`src/sv/sfl_pkg.sv`:
```
// Package for the scoped frame layout unit: widths, event and status codes,
// and the item carried from the input stage to the layout core. No dependencies.
`timescale 1ns / 1ps

package sfl_pkg;

  localparam int SCOPE_DEPTH = 16;
  localparam int MAX_LOCALS  = 65536;

  localparam int CNT_W    = $clog2(SCOPE_DEPTH + 1);
  localparam int IDX_W    = $clog2(SCOPE_DEPTH);
  localparam int LOC_W    = $clog2(MAX_LOCALS + 1);

  localparam int KIND_W   = 2;
  localparam int VAL_W    = 24;
  localparam int SIZE_W   = VAL_W + 3;
  localparam int ALIGN_W  = VAL_W + 1;
  localparam int DATA_W   = 32;
  localparam int INDEX_W  = 16;
  localparam int STATUS_W = 3;

  // word sizes as shift amounts: four and eight bytes
  localparam int WORD_SHIFT_NARROW = 2;
  localparam int WORD_SHIFT_WIDE   = 3;

  localparam logic [KIND_W-1:0] KIND_ENTER   = 2'd0;
  localparam logic [KIND_W-1:0] KIND_LEAVE   = 2'd1;
  localparam logic [KIND_W-1:0] KIND_PLACE   = 2'd2;
  localparam logic [KIND_W-1:0] KIND_RESTART = 2'd3;

  localparam logic [STATUS_W-1:0] ST_OK       = 3'd0;
  localparam logic [STATUS_W-1:0] ST_EMPTY    = 3'd1;
  localparam logic [STATUS_W-1:0] ST_FULL     = 3'd2;
  localparam logic [STATUS_W-1:0] ST_OVERFLOW = 3'd3;
  localparam logic [STATUS_W-1:0] ST_LOCALS   = 3'd4;

  typedef struct packed {
    logic [KIND_W-1:0]  kind;
    logic [SIZE_W-1:0]  size;
    logic [ALIGN_W-1:0] align;
    logic [ALIGN_W-1:0] mask;   // align - 1
  } item_t;

  typedef struct packed {
    logic [INDEX_W-1:0]  local_index;
    logic [DATA_W-1:0]   local_offset;
    logic [DATA_W-1:0]   frame_size;
    logic [ALIGN_W-1:0]  frame_alignment;
    logic [STATUS_W-1:0] status;
  } result_t;

endpackage

```
`src/sv/sfl_prep.sv`:
```
// Input stage: registers one event and derives the local's size and alignment.
// Depends on sfl_pkg.
`timescale 1ns / 1ps

module sfl_prep (
  input  logic                        clk,
  input  logic                        rst,
  input  logic                        arch_mode,
  input  logic                        in_valid,
  output logic                        in_ready,
  input  logic [sfl_pkg::KIND_W-1:0]  kind,
  input  logic                        size_in_words,
  input  logic [sfl_pkg::VAL_W-1:0]   size_value,
  output logic                        item_valid,
  input  logic                        core_ready,
  output sfl_pkg::item_t              item
);

  sfl_pkg::item_t               item_next;
  logic [sfl_pkg::VAL_W-1:0]    word_bytes;
  logic [sfl_pkg::VAL_W-1:0]    byte_floor;
  logic [sfl_pkg::VAL_W-1:0]    smear;

  assign word_bytes = arch_mode ? sfl_pkg::VAL_W'(1 << sfl_pkg::WORD_SHIFT_WIDE)
                                : sfl_pkg::VAL_W'(1 << sfl_pkg::WORD_SHIFT_NARROW);

  always_comb begin
    byte_floor = (size_value > word_bytes) ? size_value : word_bytes;
    // next power of two: smear the bits of (v - 1) downward, then add one
    smear = byte_floor - sfl_pkg::VAL_W'(1);
    for (int i = 0; i < 5; i++) begin
      smear = smear | (smear >> (1 << i));
    end
    item_next.kind = kind;
    if (size_in_words) begin
      item_next.size  = arch_mode
                      ? (sfl_pkg::SIZE_W'(size_value) << sfl_pkg::WORD_SHIFT_WIDE)
                      : (sfl_pkg::SIZE_W'(size_value) << sfl_pkg::WORD_SHIFT_NARROW);
      item_next.align = sfl_pkg::ALIGN_W'(word_bytes);
      item_next.mask  = sfl_pkg::ALIGN_W'(word_bytes) - sfl_pkg::ALIGN_W'(1);
    end else begin
      item_next.size  = sfl_pkg::SIZE_W'(size_value);
      item_next.align = sfl_pkg::ALIGN_W'(smear) + sfl_pkg::ALIGN_W'(1);
      item_next.mask  = sfl_pkg::ALIGN_W'(smear);
    end
  end

  assign in_ready = !item_valid || core_ready;

  always_ff @(posedge clk) begin
    if (rst) begin
      item_valid <= 1'b0;
    end else if (in_ready) begin
      item_valid <= in_valid;
    end
  end

  always_ff @(posedge clk) begin
    if (in_valid && in_ready) begin
      item <= item_next;
    end
  end

endmodule

```
`src/sv/sfl_core.sv`:
```
// Layout core: scope stack, running and peak sizes, local counter and the
// result register. Depends on sfl_pkg.
`timescale 1ns / 1ps

module sfl_core (
  input  logic              clk,
  input  logic              rst,
  input  logic              item_valid,
  output logic              core_ready,
  input  sfl_pkg::item_t    item,
  output logic              res_valid,
  input  logic              res_ready,
  output sfl_pkg::result_t  res
);

  logic [sfl_pkg::DATA_W-1:0]  stack [sfl_pkg::SCOPE_DEPTH];
  logic [sfl_pkg::CNT_W-1:0]   saved_count, saved_count_next, count_dec;
  logic [sfl_pkg::DATA_W-1:0]  running_size, running_size_next;
  logic [sfl_pkg::DATA_W-1:0]  peak_size, peak_size_next;
  logic [sfl_pkg::ALIGN_W-1:0] peak_alignment, peak_alignment_next;
  logic [sfl_pkg::LOC_W-1:0]   next_local, next_local_next;
  logic                        stack_we, stack_clr, fire;
  logic [sfl_pkg::DATA_W:0]    aligned;
  logic [sfl_pkg::DATA_W+1:0]  end_sum;
  sfl_pkg::result_t            res_next;

  assign core_ready = !res_valid || res_ready;
  assign fire       = item_valid && core_ready;
  assign count_dec  = saved_count - sfl_pkg::CNT_W'(1);

  always_comb begin
    aligned = ({1'b0, running_size} + (sfl_pkg::DATA_W + 1)'(item.mask))
            & ~((sfl_pkg::DATA_W + 1)'(item.mask));
    end_sum = {1'b0, aligned} + (sfl_pkg::DATA_W + 2)'(item.size);

    saved_count_next    = saved_count;
    running_size_next   = running_size;
    peak_size_next      = peak_size;
    peak_alignment_next = peak_alignment;
    next_local_next     = next_local;
    stack_we            = 1'b0;
    stack_clr           = 1'b0;
    res_next.local_index  = '0;
    res_next.local_offset = '0;
    res_next.status       = sfl_pkg::ST_OK;

    unique case (item.kind)
      sfl_pkg::KIND_ENTER: begin
        if (saved_count >= sfl_pkg::CNT_W'(sfl_pkg::SCOPE_DEPTH)) begin
          res_next.status = sfl_pkg::ST_FULL;
        end else begin
          stack_we         = 1'b1;
          saved_count_next = saved_count + sfl_pkg::CNT_W'(1);
        end
      end
      sfl_pkg::KIND_LEAVE: begin
        if (saved_count == '0) begin
          res_next.status = sfl_pkg::ST_EMPTY;
        end else begin
          saved_count_next  = count_dec;
          running_size_next = stack[count_dec[sfl_pkg::IDX_W-1:0]];
        end
      end
      sfl_pkg::KIND_PLACE: begin
        priority if (next_local >= sfl_pkg::LOC_W'(sfl_pkg::MAX_LOCALS)) begin
          res_next.status = sfl_pkg::ST_LOCALS;
        end else if (end_sum[sfl_pkg::DATA_W+1:sfl_pkg::DATA_W] != 2'b00) begin
          res_next.status = sfl_pkg::ST_OVERFLOW;
        end else begin
          res_next.local_index  = sfl_pkg::INDEX_W'(next_local);
          res_next.local_offset = aligned[sfl_pkg::DATA_W-1:0];
          next_local_next   = next_local + sfl_pkg::LOC_W'(1);
          running_size_next = end_sum[sfl_pkg::DATA_W-1:0];
          if (end_sum[sfl_pkg::DATA_W-1:0] > peak_size) begin
            peak_size_next = end_sum[sfl_pkg::DATA_W-1:0];
          end
          if (item.align > peak_alignment) begin
            peak_alignment_next = item.align;
          end
        end
      end
      sfl_pkg::KIND_RESTART: begin
        stack_clr           = 1'b1;
        saved_count_next    = sfl_pkg::CNT_W'(1);
        running_size_next   = '0;
        peak_size_next      = '0;
        peak_alignment_next = '0;
        next_local_next     = '0;
      end
      default: ;
    endcase

    res_next.frame_size      = peak_size_next;
    res_next.frame_alignment = peak_alignment_next;
  end

  always_ff @(posedge clk) begin
    if (rst) begin
      saved_count    <= sfl_pkg::CNT_W'(1);
      running_size   <= '0;
      peak_size      <= '0;
      peak_alignment <= '0;
      next_local     <= '0;
      res_valid      <= 1'b0;
    end else begin
      if (fire) begin
        saved_count    <= saved_count_next;
        running_size   <= running_size_next;
        peak_size      <= peak_size_next;
        peak_alignment <= peak_alignment_next;
        next_local     <= next_local_next;
        res_valid      <= 1'b1;
      end else if (res_ready) begin
        res_valid <= 1'b0;
      end
    end
  end

  // only the base entry has a defined value before it is written
  always_ff @(posedge clk) begin
    if (rst || (fire && stack_clr)) begin
      stack[0] <= '0;
    end else if (fire && stack_we) begin
      stack[saved_count[sfl_pkg::IDX_W-1:0]] <= running_size;
    end
  end

  always_ff @(posedge clk) begin
    if (fire) begin
      res <= res_next;
    end
  end

  a_count_bound : assert property (@(posedge clk) disable iff (rst)
    saved_count <= sfl_pkg::CNT_W'(sfl_pkg::SCOPE_DEPTH))
    else $error("scope count beyond stack depth");

  a_locals_bound : assert property (@(posedge clk) disable iff (rst)
    next_local <= sfl_pkg::LOC_W'(sfl_pkg::MAX_LOCALS))
    else $error("local counter beyond limit");

  a_running_le_peak : assert property (@(posedge clk) disable iff (rst)
    running_size <= peak_size)
    else $error("running size above peak");

  a_align_pow2 : assert property (@(posedge clk) disable iff (rst)
    $onehot0(peak_alignment))
    else $error("peak alignment not a power of two");

  a_error_zero : assert property (@(posedge clk) disable iff (rst)
    (res_valid && res.status != sfl_pkg::ST_OK)
      |-> (res.local_index == '0 && res.local_offset == '0))
    else $error("failed request carries index or offset");

endmodule

```
`src/sv/scoped_frame_layout_unit.sv`:
```
// Top level of the scoped frame layout unit: stream ports, word-size register,
// input stage and layout core. Depends on sfl_pkg, sfl_prep, sfl_core.
//
//  channel | dir | handshake          | payload
//  s_*     | in  | s_tvalid/s_tready  | tdata: size_value; tuser: kind, size_in_words
//  m_*     | out | m_tvalid/m_tready  | tdata: index, offset, frame size, alignment, status
//  cfg_*   | in  | cfg_valid/cfg_ready| cfg_data: arch_mode (word size)
//
// One request per cycle sustained while m_tready is high; a request that is taken is
// held in the input register, then the core's single-pass update writes its result into
// the result register. Reset clears the frame state, sets eight-byte words and empties
// both registers. With m_tready low the result holds; s_tready drops only once the input
// register is also full. cfg_ready is always high.
`timescale 1ns / 1ps

module scoped_frame_layout_unit (
  input  logic          clk,
  input  logic          rst,
  input  logic          s_tvalid,
  output logic          s_tready,
  input  logic [23:0]   s_tdata,   // [23:0] size_value
  input  logic [2:0]    s_tuser,   // [1:0] kind, [2] size_in_words
  output logic          m_tvalid,
  input  logic          m_tready,
  // [15:0] local_index, [47:16] local_offset, [79:48] frame_size,
  // [104:80] frame_alignment, [107:105] status, [111:108] zero
  output logic [111:0]  m_tdata,
  input  logic          cfg_valid,
  output logic          cfg_ready,
  input  logic          cfg_data
);

  logic              arch_mode;
  logic              item_valid;
  logic              core_ready;
  sfl_pkg::item_t    item;
  sfl_pkg::result_t  res;

  assign cfg_ready = 1'b1;

  always_ff @(posedge clk) begin
    if (rst) begin
      arch_mode <= 1'b1;
    end else if (cfg_valid && cfg_ready) begin
      arch_mode <= cfg_data;
    end
  end

  sfl_prep u_prep (
    .clk           (clk),
    .rst           (rst),
    .arch_mode     (arch_mode),
    .in_valid      (s_tvalid),
    .in_ready      (s_tready),
    .kind          (s_tuser[1:0]),
    .size_in_words (s_tuser[2]),
    .size_value    (s_tdata),
    .item_valid    (item_valid),
    .core_ready    (core_ready),
    .item          (item)
  );

  sfl_core u_core (
    .clk        (clk),
    .rst        (rst),
    .item_valid (item_valid),
    .core_ready (core_ready),
    .item       (item),
    .res_valid  (m_tvalid),
    .res_ready  (m_tready),
    .res        (res)
  );

  assign m_tdata = {4'b0000, res.status, res.frame_alignment, res.frame_size,
                    res.local_offset, res.local_index};

endmodule
```
`config.mk`:
```
export PLATFORM = sky130hd
export DESIGN_NAME = scoped_frame_layout_unit
export DESIGN_NICKNAME = d
export VERILOG_FILES = /design/src/sv/sfl_pkg.sv /design/src/sv/sfl_prep.sv /design/src/sv/sfl_core.sv /design/src/sv/scoped_frame_layout_unit.sv
export SDC_FILE = /design/constraint.sdc
export NUM_CORES = 1
export LEC_CHECK = 0
export BUFFER_PORTS_ARGS = -buffer_cell sky130_fd_sc_hd__buf_4
export CAP_MARGIN = 20
export CORE_MARGIN = 2
export CORE_UTILIZATION = 37
export CTS_BUF_LIST = sky130_fd_sc_hd__clkbuf_4 sky130_fd_sc_hd__clkbuf_8
export CTS_CLUSTER_SIZE = 12
export DETAILED_ROUTE_END_ITERATION = 6
export PLACE_DENSITY = 0.6
export SLEW_MARGIN = 20
export SYNTH_ARGS = -nofsm -noshare
export SYNTH_HDL_FRONTEND = slang
export SYNTH_SLANG_ARGS = --single-unit
```
`constraint.sdc`:
```
create_clock -name clk -period 23.2 [get_ports clk]
set_input_delay 4.64 -clock clk [delete_from_list [all_inputs] [get_ports clk]]
set_output_delay 4.64 -clock clk [all_outputs]
set_load 0.1 [all_outputs]
```
==> results of run 1 <==
[metrics by stage]
| step | util (%) | instances | worst slack, ns |
|---|---|---|---|
| after floorplan | - | 2668 | 12.68 |
| after global placement | 40.0 | 4062 | 12.68 |
| after detailed placement | 40.0 | 4062 | 12.59 |
| after CTS | 42.6 | 4298 | 13.26 |
| after global routing | 42.7 | 4300 | 12.96 |
| final | 42.7 | 4300 | 13.23 |
[cells in the final DEF, fill, tap and decap left out, types with 10 or more instances in the layout]
cell      netlist  routed
a211oi_1       69      69
a21o_1         32      32
a21oi_1       168     168
a22o_1         89      89
a22oi_1        11      11
a31oi_1        10      10
a32o_1         25      25
and2_1         48      47
and3_1         45      44
buf_4          11     194
clkbuf_4        0      32
clkbuf_8        0     133
clkinv_1        1      31
clkinv_2        0      22
dfxtp_1       114     113
edfxtp_1      698     698
ha_1          117     116
inv_1          91      90
mux2i_1        57      57
mux4_2        130     130
nand2_1        97      97
nand2b_1       10      10
nand3_1        43      43
nand4_1        25      25
nor2_1        167     153
nor2_4          1      13
nor2b_1        57      57
nor3_1         47      44
o211ai_1       15      15
o21a_1         13      13
o21ai_0        58      57
o21bai_1       16      16
o31ai_1        11      11
or3_1          11      11
or4_1          15      15
xnor2_1        57      55
xor2_1         19      19
[synthesized netlist by cell type (13+ instances only)]
cell type	instances	area, sq um
a211oi_1	69	518
a21o_1	32	240
a21oi_1	168	841
a22o_1	89	780
a32o_1	25	250
and2_1	48	300
and3_1	45	282
buf_1	20	75.1
buf_2	28	140
clkbuf_1	92	345
dfxtp_1	114	2280
edfxtp_1	698	21000
ha_1	117	1460
inv_1	91	342
mux2i_1	57	571
mux4_2	130	2930
nand2_1	97	364
nand3_1	43	215
nand4_1	25	156
nor2_1	167	627
nor2b_1	57	357
nor3_1	47	235
o211ai_1	15	113
o21a_1	13	97.6
o21ai_0	58	290
o21bai_1	16	120
or4_1	15	113
xnor2_1	57	499
xor2_1	19	166
[state kept, by name, indices dropped and copies added (netlist names)]
| name | count |
|---|---|
| u_core.peak_alignment | 25 |
| u_prep.item | 78 |
| u_core.res_valid | 1 |
| u_core.next_local | 17 |
| arch_mode | 1 |
| u_core.stack | 512 |
| u_core.saved_count | 5 |
| u_prep.item_valid | 1 |
| u_core.res | 108 |
| u_core.peak_size | 32 |
| u_core.running_size | 32 |
[worst max-delay path, delay by kind of cell]
family	cells	cell delay, ns
AND/OR/NAND/NOR	11	3.91
multiplexers	1	0.33
buffers and inverters	1	0.15
AO/OA/AOI/OAI	3	0.73
adder cells (fa/ha/maj)	2	0.72
[path summary, 6_finish.rpt]
check	cells past startpoint	endpoint	slack [ns]	start
hold reg to reg	2	u_core.next_local[12]	0.49	u_core.next_local[12]
setup reg to reg	30	u_core.res[43]	14.05	u_core.running_size[0]
setup / recovery	18	u_prep.item[43]	13.23	s_tdata[12]
hold / removal	2	u_core.next_local[12]	0.49	u_core.next_local[12]
[cell families after synthesis]
family                     count (synthesis)
DFF                                      812
AOI/OAI and AO/OA                        594
other                                      2
buffers and inverters                    249
adders and majority gates                119
muxes                                    194
and+or+nand+nor                          619
xor gates and xnor gates                  76
[power by group through the flow]
stage	sequential, mW	clock, mW	combinational, mW
final	1.63	1.24	0.532
after global routing	1.64	1.32	0.573
after CTS	1.63	1.26	0.530
after detailed placement	1.67	0	0.527
after global placement	1.66	0	0.522
after floorplan	1.72	0	0.299
[routing by layer]
| metal | track usage (%) | wire [microns] |
|---|---|---|
| met5 | 0 | 12 |
| met3 | 3.26 | 6230 |
| met1 | 26.7 | 44600 |
| met4 | 7.72 | 3480 |
| met2 | 34.1 | 52200 |
[area by class of cell]
class	count	area, sq um	area share (%)
tap	1357	1700	3.97
antenna	1	2.50	0.00585
clock buffer	165	2070	4.84
multi-input combinational	1607	13400	31.4
sequential	812	23200	54.3
clock inverter	71	531	1.24
inverter	92	348	0.813
timing repair buffer	195	1480	3.47
==> flow_metrics.tcl, run 1 <==
set metrics [dict create \
    placeableCoreArea_sq_um 100000 \
    grt_setup_unrepaired "false" \
    initial_core_util_pct 37.4 \
    worst_ep_arrival_time_ns 10.51 \
    switching_share_pct 29.0 \
    clock_sinks 812 \
    postSynth.asyncResetShare_pct 0 \
    synth-edff-count 698 \
    syn-instance-count 2665 \
    cts_resized 0 \
    grt_overflow_total 0 \
    final_period_minus_worst_setup_slack_ns 9.97 \
    p_switching_mw 0.986 \
    synth.avg_cell_area_sq_um 14.1 \
    grt_first_pass_wirelength_microns 157000 \
    drc_violation_count_after_routing 0 \
    cts.htree.levels 4 \
    synth_seq_area_share_pct 62.0 \
    areaGrowthSynthToFinish_pct 14.1 \
    drv.max_cap_violation_count 0 \
    setup-violations-final 0 \
    routabilityCongestion 0.947 \
    timing.critical_path.slowest_stage_cell "or4b_2" \
    fill_cell_count 9043 \
    clk_path_buf_depth 3 \
    ys_seq_elements 812 \
    die_height_microns 322 \
    timing.setup.tns_ns 0 \
    io_buffer_count 142 \
    synth_adder_area_share_pct 4.01 \
    hold_class "reg -> reg" \
    final_design_area_no_fill_sq_um 42800 \
    synth_top_family_by_area "compound AO/OA/AOI/OAI gates" \
    power_density_nw_per_um2 79.5 \
    initial_antenna_violation_count 5 \
    synth_ff_type "edfxtp_1" \
    cts.hold.buffers_added 0 \
    post_synth_instance_area_sq_um 37500 \
    finalHoldViolCount 0 \
    detail_route.wirelength_microns 107000 \
    worst_slew_pin_slew_ns 1.13 \
    wl_per_cell_microns 24.8 \
    ios 148 \
    layout.nets 2992 \
    slew-limit-headroom_pct 24.3 \
    power_report.internal_total_mw 2.42 \
    status "finished, final reports clean" \
    firstDrtPassIters 5 \
    dp.final_hpwl_microns 70600 \
    worst_hold_slack_ns 0.490 \
    total_leakage_power_nw 14.3 \
    crit_path_start_kind "input pin" \
    final_layout_size_suffix_gt1_share_pct 20.8 \
    final.setup_skew_ns 0.0719 \
    timing.fmax_mhz 100 \
    critPathRequiredTime_ns 23.75 \
    worstSetupEndpointType "register" \
    synth.lib_cells_used.distinct 99 \
    grt_use_total_pct 20.4 \
    via_per_inst 5.62 \
    maxSlewViolCount 0 \
    setup.worst_path.class "in -> reg" \
    yosys.area_share.xor_xnor_pct 1.77 \
    ys.warnings.count 0 \
    clk_pin_slew_worst_paths_ns 0.06 \
    area_fraction_in_compound_gates_after_synthesis_pct 11.1 \
    power_frac_comb_pct 15.6 \
    num_rows 116 \
    first_global_vias 24000 \
    antenna_violating_nets_post_route 0 \
    power_frac_clock_pct 36.3 \
    synth_simple_gate_area_share_pct 8.79 \
    cts_buffers 132 \
    tritoncts "yes" \
    route.vias.total 24200 \
    synthMuxAreaShare_pct 9.56 \
    die_x_extent_microns 322 \
    irDropWorstVdd_mv 0.0587 \
    drt_first_iter_violations 2216 \
    timing.critical_path.cells "buf_4, nor4_2, nand4b_2, nor3_1, nand2_1, nand2_1, ha_1, or4b_2, nor3b_1, o21ai_0, a21bo_2, nor4_4, and2_1, and2_1, nand3_1, ha_1, o21ai_1, mux2_1" \
    post-cts-setup-buffer-count 0 \
    total_power_consumption_of_the_routed_design_mw 3.40 \
    placement.cell_area_sq_um 40200 \
    cts-root-buf "clkbuf_8" \
    critPathMaxStageDelay_ns 0.74 \
    clock_latency_ns 0.83 \
    largest_net_degree_at_the_start_of_global_routing 96 \
    share_of_power_burned_in_registers_pct 48.1 \
    critPathMaxFanout 14 \
    die-area_sq_um 104000 \
    finalCritPeriodShare_pct 43.0 \
]
Note: power is estimated with default switching activity, not from simulation.
==> inputs of run 2 (changes only) <==
PLACE_DENSITY = 0.62   (was 0.6)
clock period = 8.3 ns   (was 23.2 ns; I/O delays follow)
==> run 2 against run 1 <==
Sequential share of layout area down 0.22 points. Wire length down 5.8%. Worst hold slack worse by 0.0014 ns. Critical path depth up 11. Global-route usage down 1.3 points. Clock skew down 0.037 ns. Power rose to 2.8 times the previous value. Clock power rose to 2.9 times the previous value. Sequential cell count unchanged. Register-to-register slack worse by 13 ns. Utilization up 0.17 points. First-iteration DRC count up 7.2%. Critical endpoint is now u_core.res[53]. Highest routed layer is now met4.
==> flow_metrics.tcl, run 2 (synthesis results as in run 1) <==
set metrics [dict create \
    final_layout_size_suffix_gt1_share_pct 21.3 \
    num_rows 116 \
    via_per_inst 5.52 \
    placeableCoreArea_sq_um 100000 \
    stdcell_count 4306 \
    cts.hold.buffers_added 0 \
    clock_latency_ns 0.83 \
    grt_setup_unrepaired "false" \
    worst_slew_pin_slew_ns 1.05 \
    total_leakage_power_nw 14.4 \
    wl_per_cell_microns 23.3 \
    grt_overflow_total 0 \
    initial_antenna_violation_count 1 \
    largest_registers "u_core.stack: 512 flops, u_core.res: 108 flops, u_prep.item: 78 flops" \
    drc_violation_count_after_routing 0 \
    tritoncts "yes" \
    finalHoldViolCount 0 \
    cts_buffers 132 \
    drt_first_iter_violations 2375 \
    areaGrowthSynthToFinish_pct 14.6 \
    grt_first_pass_wirelength_microns 149000 \
    status "finished, final reports clean" \
    worstHoldPathCells 1 \
    routabilityCongestion 0.947 \
    firstDrtPassIters 6 \
    timing.reg2reg.worst_path_depth 29 \
    dp.final_hpwl_microns 64900 \
    hold_end "u_core.peak_alignment[9]" \
    timing.critical_path.slowest_stage_cell "xnor2_1" \
    die-area_sq_um 104000 \
    setup-violations-final 0 \
    commonest_cells_after_routing_fill_and_taps_aside "698 x edfxtp_1, 196 x buf_4, 168 x a21oi_1" \
    largest_register_ff_count 512 \
    finalWorstSetupSlack_ns 0.587 \
    post-cts-setup-buffer-count 0 \
    r2r_setup_slack_ns 0.59 \
    irDropWorstVdd_mv 0.150 \
    layout.nets 2994 \
    clk_path_buf_depth 3 \
    clock_sinks 812 \
    worstSetupEndpointType "register" \
    setup.worst_path.class "reg -> reg" \
    first_global_vias 22800 \
    ios 148 \
    die_x_extent_microns 322 \
    grt_use_total_pct 19.1 \
    power_density_nw_per_um2 225 \
    antenna_violating_nets_post_route 0 \
    cts.htree.levels 4 \
    r2r_end "u_core.res[53]" \
    detail_route.wirelength_microns 100000 \
    final_period_minus_worst_setup_slack_ns 7.71 \
    dpl.cell_count 4065 \
    largest_net_degree_at_the_start_of_global_routing 96 \
    crit_path_start_kind "register" \
    die_height_microns 322 \
    drv.max_cap_violation_count 0 \
    timing.fmax_mhz 130 \
    route.vias.total 23800 \
    critPathMaxFanout 32 \
    critPathRequiredTime_ns 8.97 \
    hold_class "reg -> reg" \
    placement.setup.worst_slack_ns 0.826 \
    total_power_consumption_of_the_routed_design_mw 9.65 \
    final.setup_skew_ns 0.0354 \
    layout.cells.most_common "edfxtp_1" \
    critPathMaxStageDelay_ns 0.48 \
    io_buffer_count 142 \
    slew-limit-headroom_pct 29.0 \
    min-delay-start "u_core.peak_alignment[9]" \
    worst_hold_slack_ns 0.489 \
    timing.setup.tns_ns 0 \
    initial_core_util_pct 37.4 \
    top_reg_by_flops "u_core.stack" \
    cts-root-buf "clkbuf_8" \
    crit-reg2reg-launch "u_prep.item[2]" \
    maxSlewViolCount 0 \
    finalCritPeriodShare_pct 92.9 \
    fill_cell_count 9040 \
    clk_pin_slew_worst_paths_ns 0.07 \
    cts_resized 0 \
    worst_ep_arrival_time_ns 8.38 \
]
[run 2: stage by stage]
step	cell area (sq um)	util, %
2_1_floorplan	37500	-
3_3_place_gp	40200	40.1
3_5_place_dp	40200	40.1
4_1_cts	43000	42.8
5_1_grt	43000	42.8
6_report	43000	42.8
[run 2: report_power, final]
part	total, mW	switching [mW]	internal (mW)
registers	4.56	0.0731	4.49
clock network	3.63	1.67	1.95
logic	1.46	0.987	0.476
total	9.65	2.73	6.92
[run 2: worst max-delay path by stage]
stage / start / endpoint / slack [ns] / cells past startpoint
6_report: u_prep.item[2] / u_core.res[53] / 0.59 / 29
5_1_grt: u_prep.item[0] / u_core.res[45] / 0.12 / 31
4_1_cts: u_prep.item[0] / u_core.res[53] / 0.75 / 30
3_5_place_dp: u_prep.item[0] / u_core.res[34] / 0.83 / 30
3_3_place_gp: u_prep.item[0] / u_core.res[34] / 0.88 / 30
2_1_floorplan: m_tready / u_core.stack[1][0] / 0.76 / 7
[run 2: area by class of cell]
class	count	area [sq um]	area share [%]
well taps	1357	1700	3.95
inverters	92	348	0.810
multi-input cells	1607	13400	31.3
repair buffers	197	1490	3.47
clock buffers	182	2220	5.16
clock inverters	58	538	1.25
diodes	1	2.50	0.00582
flip-flops and latches	812	23200	54.1
[run 2: layer usage]
layer | GRT usage [%] | part of all wire, % | up-vias
met2 | 30.7 | 47 | 800
met4 | 6.94 | 3.0 | 0
li1 | - | - | 10800
met1 | 26.4 | 44 | 12000
met5 | 0 | 0 | -
met3 | 2.96 | 5.8 | 167
[run 2: worst max-delay path: cells and delay by family, from the launching register on]
family | cells | cell delay, ns
adder cells (fa/ha/maj) | 3 | 0.97
flip-flops | 1 | 0.42
AND/OR/NAND/NOR | 10 | 2.13
AO/OA/AOI/OAI | 13 | 3.12
buffers and inverters | 1 | 0.35
XOR/XNOR | 2 | 0.57
==> inputs of run 3 (changes only) <==
CORE_UTILIZATION = 30   (was 37)
PLACE_DENSITY = 0.54   (was 0.62)
==> run 3 against run 2 <==
Fmax rose by 0.96%. Register-to-register slack improved by 0.07 ns. Power rose by 1.1%. Global-route usage fell by 2.8 points. Clock skew rose by 0.0046 ns. Sequential cell count did not move. Via count rose by 0.98%. Sequential power barely moved. Combinational power barely moved. Utilization fell by 7.8 points. Non-clock buffer count rose by 5.
==> flow_metrics.tcl, run 3 (synthesis results as in run 1) <==
set metrics [dict create \
    status "finished, final reports clean" \
    worst_hold_slack_ns 0.487 \
    total_leakage_power_nw 14.4 \
    min-delay-start "u_core.peak_alignment[5]" \
    grt_first_pass_wirelength_microns 155000 \
    die_x_extent_microns 358 \
    tritoncts "yes" \
    layout.nets 3002 \
    antenna_violating_nets_post_route 0 \
    grt_overflow_total 0 \
    r2r_end "u_core.res[36]" \
    final.setup_skew_ns 0.0399 \
    wp_depth 30 \
    clock_sinks 812 \
    detail_route.wirelength_microns 106000 \
    cts_buffers 135 \
    num_rows 129 \
    timing.fmax_mhz 131 \
    hold_end "u_core.peak_alignment[5]" \
    first_global_vias 23300 \
    top_reg_by_flops "u_core.stack" \
    worstHoldPathCells 1 \
    largest_registers "u_core.stack: 512 flops, u_core.res: 108 flops, u_prep.item: 78 flops" \
    finalCritPeriodShare_pct 92.0 \
    worstPathBufferInverterCount 1 \
    cts.htree.levels 4 \
    clk_pin_slew_worst_paths_ns 0.06 \
    placement.setup.worst_slack_ns 0.782 \
    critPathRequiredTime_ns 8.99 \
    layout.cells.most_common "edfxtp_1" \
    clock_latency_ns 0.84 \
    post-cts-setup-buffer-count 0 \
    clk_path_buf_depth 3 \
    share_of_power_burned_in_registers_pct 46.7 \
    power_density_nw_per_um2 225 \
    die-area_sq_um 128000 \
    cts-root-buf "clkbuf_8" \
    drc_violation_count_after_routing 0 \
    route.vias.total 24000 \
    finalWorstSetupSlack_ns 0.661 \
    maxSlewViolCount 0 \
    setup.worst_path.class "reg -> reg" \
    critPathMaxStageDelay_ns 0.47 \
    final_period_minus_worst_setup_slack_ns 7.64 \
    cts_resized 0 \
    cpLargestDelayFamily "compound AO/OA/AOI/OAI gates" \
    utilization_pct 35.0 \
    worst_ep_arrival_time_ns 8.33 \
    power_report.internal_total_mw 7.00 \
    routabilityCongestion 0.942 \
    grt_setup_unrepaired "false" \
    setup-violations-final 0 \
    finalHoldViolCount 0 \
    drt_first_iter_violations 2081 \
    timing.critical_path.slowest_stage_cell "a311oi_1" \
    via_per_inst 5.22 \
    timing.setup.tns_ns 0 \
    placeableCoreArea_sq_um 124000 \
    die_height_microns 358 \
    irDropWorstVdd_mv 0.158 \
    initial_antenna_violation_count 5 \
    hold_class "reg -> reg" \
    timing.reg2reg.worst_path_depth 30 \
    drv.max_cap_violation_count 0 \
    largest_net_degree_at_the_start_of_global_routing 96 \
    dp.final_hpwl_microns 68900 \
    crit-reg2reg-launch "u_prep.item[0]" \
    firstDrtPassIters 5 \
    p_switching_mw 2.76 \
    worst_slew_pin_slew_ns 1.07 \
    power_frac_clock_pct 38.0 \
    switching_share_pct 28.3 \
    worstSetupEndpointType "register" \
    initial_core_util_pct 30.3 \
    slew-limit-headroom_pct 28.8 \
    cp_common_cell "nor2_1" \
    final_layout_size_suffix_gt1_share_pct 21.2 \
    wl_per_cell_microns 23.1 \
    r2r_setup_slack_ns 0.66 \
    commonest_cells_after_routing_fill_and_taps_aside "698 x edfxtp_1, 199 x buf_4, 168 x a21oi_1" \
    crit_path_start_kind "register" \
    grt_use_total_pct 16.3 \
    io_buffer_count 142 \
    power_frac_comb_pct 15.3 \
    largest_register_ff_count 512 \
    cts.hold.buffers_added 0 \
    areaGrowthSynthToFinish_pct 15.7 \
    ios 148 \
    critPathMaxFanout 32 \
]
-- run 3: worst max-delay path by stage --
| stage | startpoint | to | slack (ns) |
|---|---|---|---|
| detailed placement | u_prep.item[0] | u_core.res[36] | 0.78 |
| CTS | u_prep.item[0] | u_core.res[51] | 0.75 |
| global route | u_prep.item[2] | u_core.res[40] | 0.17 |
| floorplan | m_tready | u_core.stack[1][0] | 0.76 |
| global placement | u_prep.item[0] | u_core.res[33] | 0.82 |
| finish | u_prep.item[0] | u_core.res[36] | 0.66 |
-- run 3: worst reg2reg max path: cells and delay by family, from the launching register on --
kind / cells / cell delay (ns)
AO/OA/AOI/OAI: 15 / 3.49
AND/OR/NAND/NOR: 9 / 1.64
adder cells (fa/ha/maj): 3 / 1.00
XOR/XNOR: 2 / 0.60
flip-flops: 1 / 0.41
buffers and inverters: 1 / 0.37
-- run 3: layout make-up --
type	count	area, sq um
tap	1637	2050
timing repair buffer	202	1550
clock buffer	180	2240
sequential	812	23200
multi-input combinational	1607	13400
fill	12000	80500
clock inverter	65	556
inverter	92	348
antenna	3	7.51
-- run 3: power by group through the flow --
stage,logic (mW),registers [mW],clock network [mW]
after CTS,1.48,4.56,3.81
after global routing,1.60,4.57,3.98
after global placement,1.48,4.65,0
final,1.49,4.56,3.71
after floorplan,0.835,4.82,0
after detailed placement,1.48,4.65,0
-- run 3: stage by stage --
stage | total power, mW | cell area, sq um | cells
after detailed placement | 6.12 | 40600 | 4350
final | 9.76 | 43400 | 4598
after global placement | 6.12 | 40600 | 4350
after floorplan | 5.65 | 37500 | 2668
after CTS | 9.85 | 43400 | 4595
after global routing | 10.1 | 43400 | 4596
-- run 3: layer usage --
layer | track usage [%] | vias up | share of wire [%]
met3 | 3.11 | 175 | 5.6
met5 | 0 | - | 0.011
met4 | 5.86 | 2 | 3.1
li1 | - | 10800 | -
met1 | 22.1 | 12200 | 44
met2 | 26.2 | 774 | 47
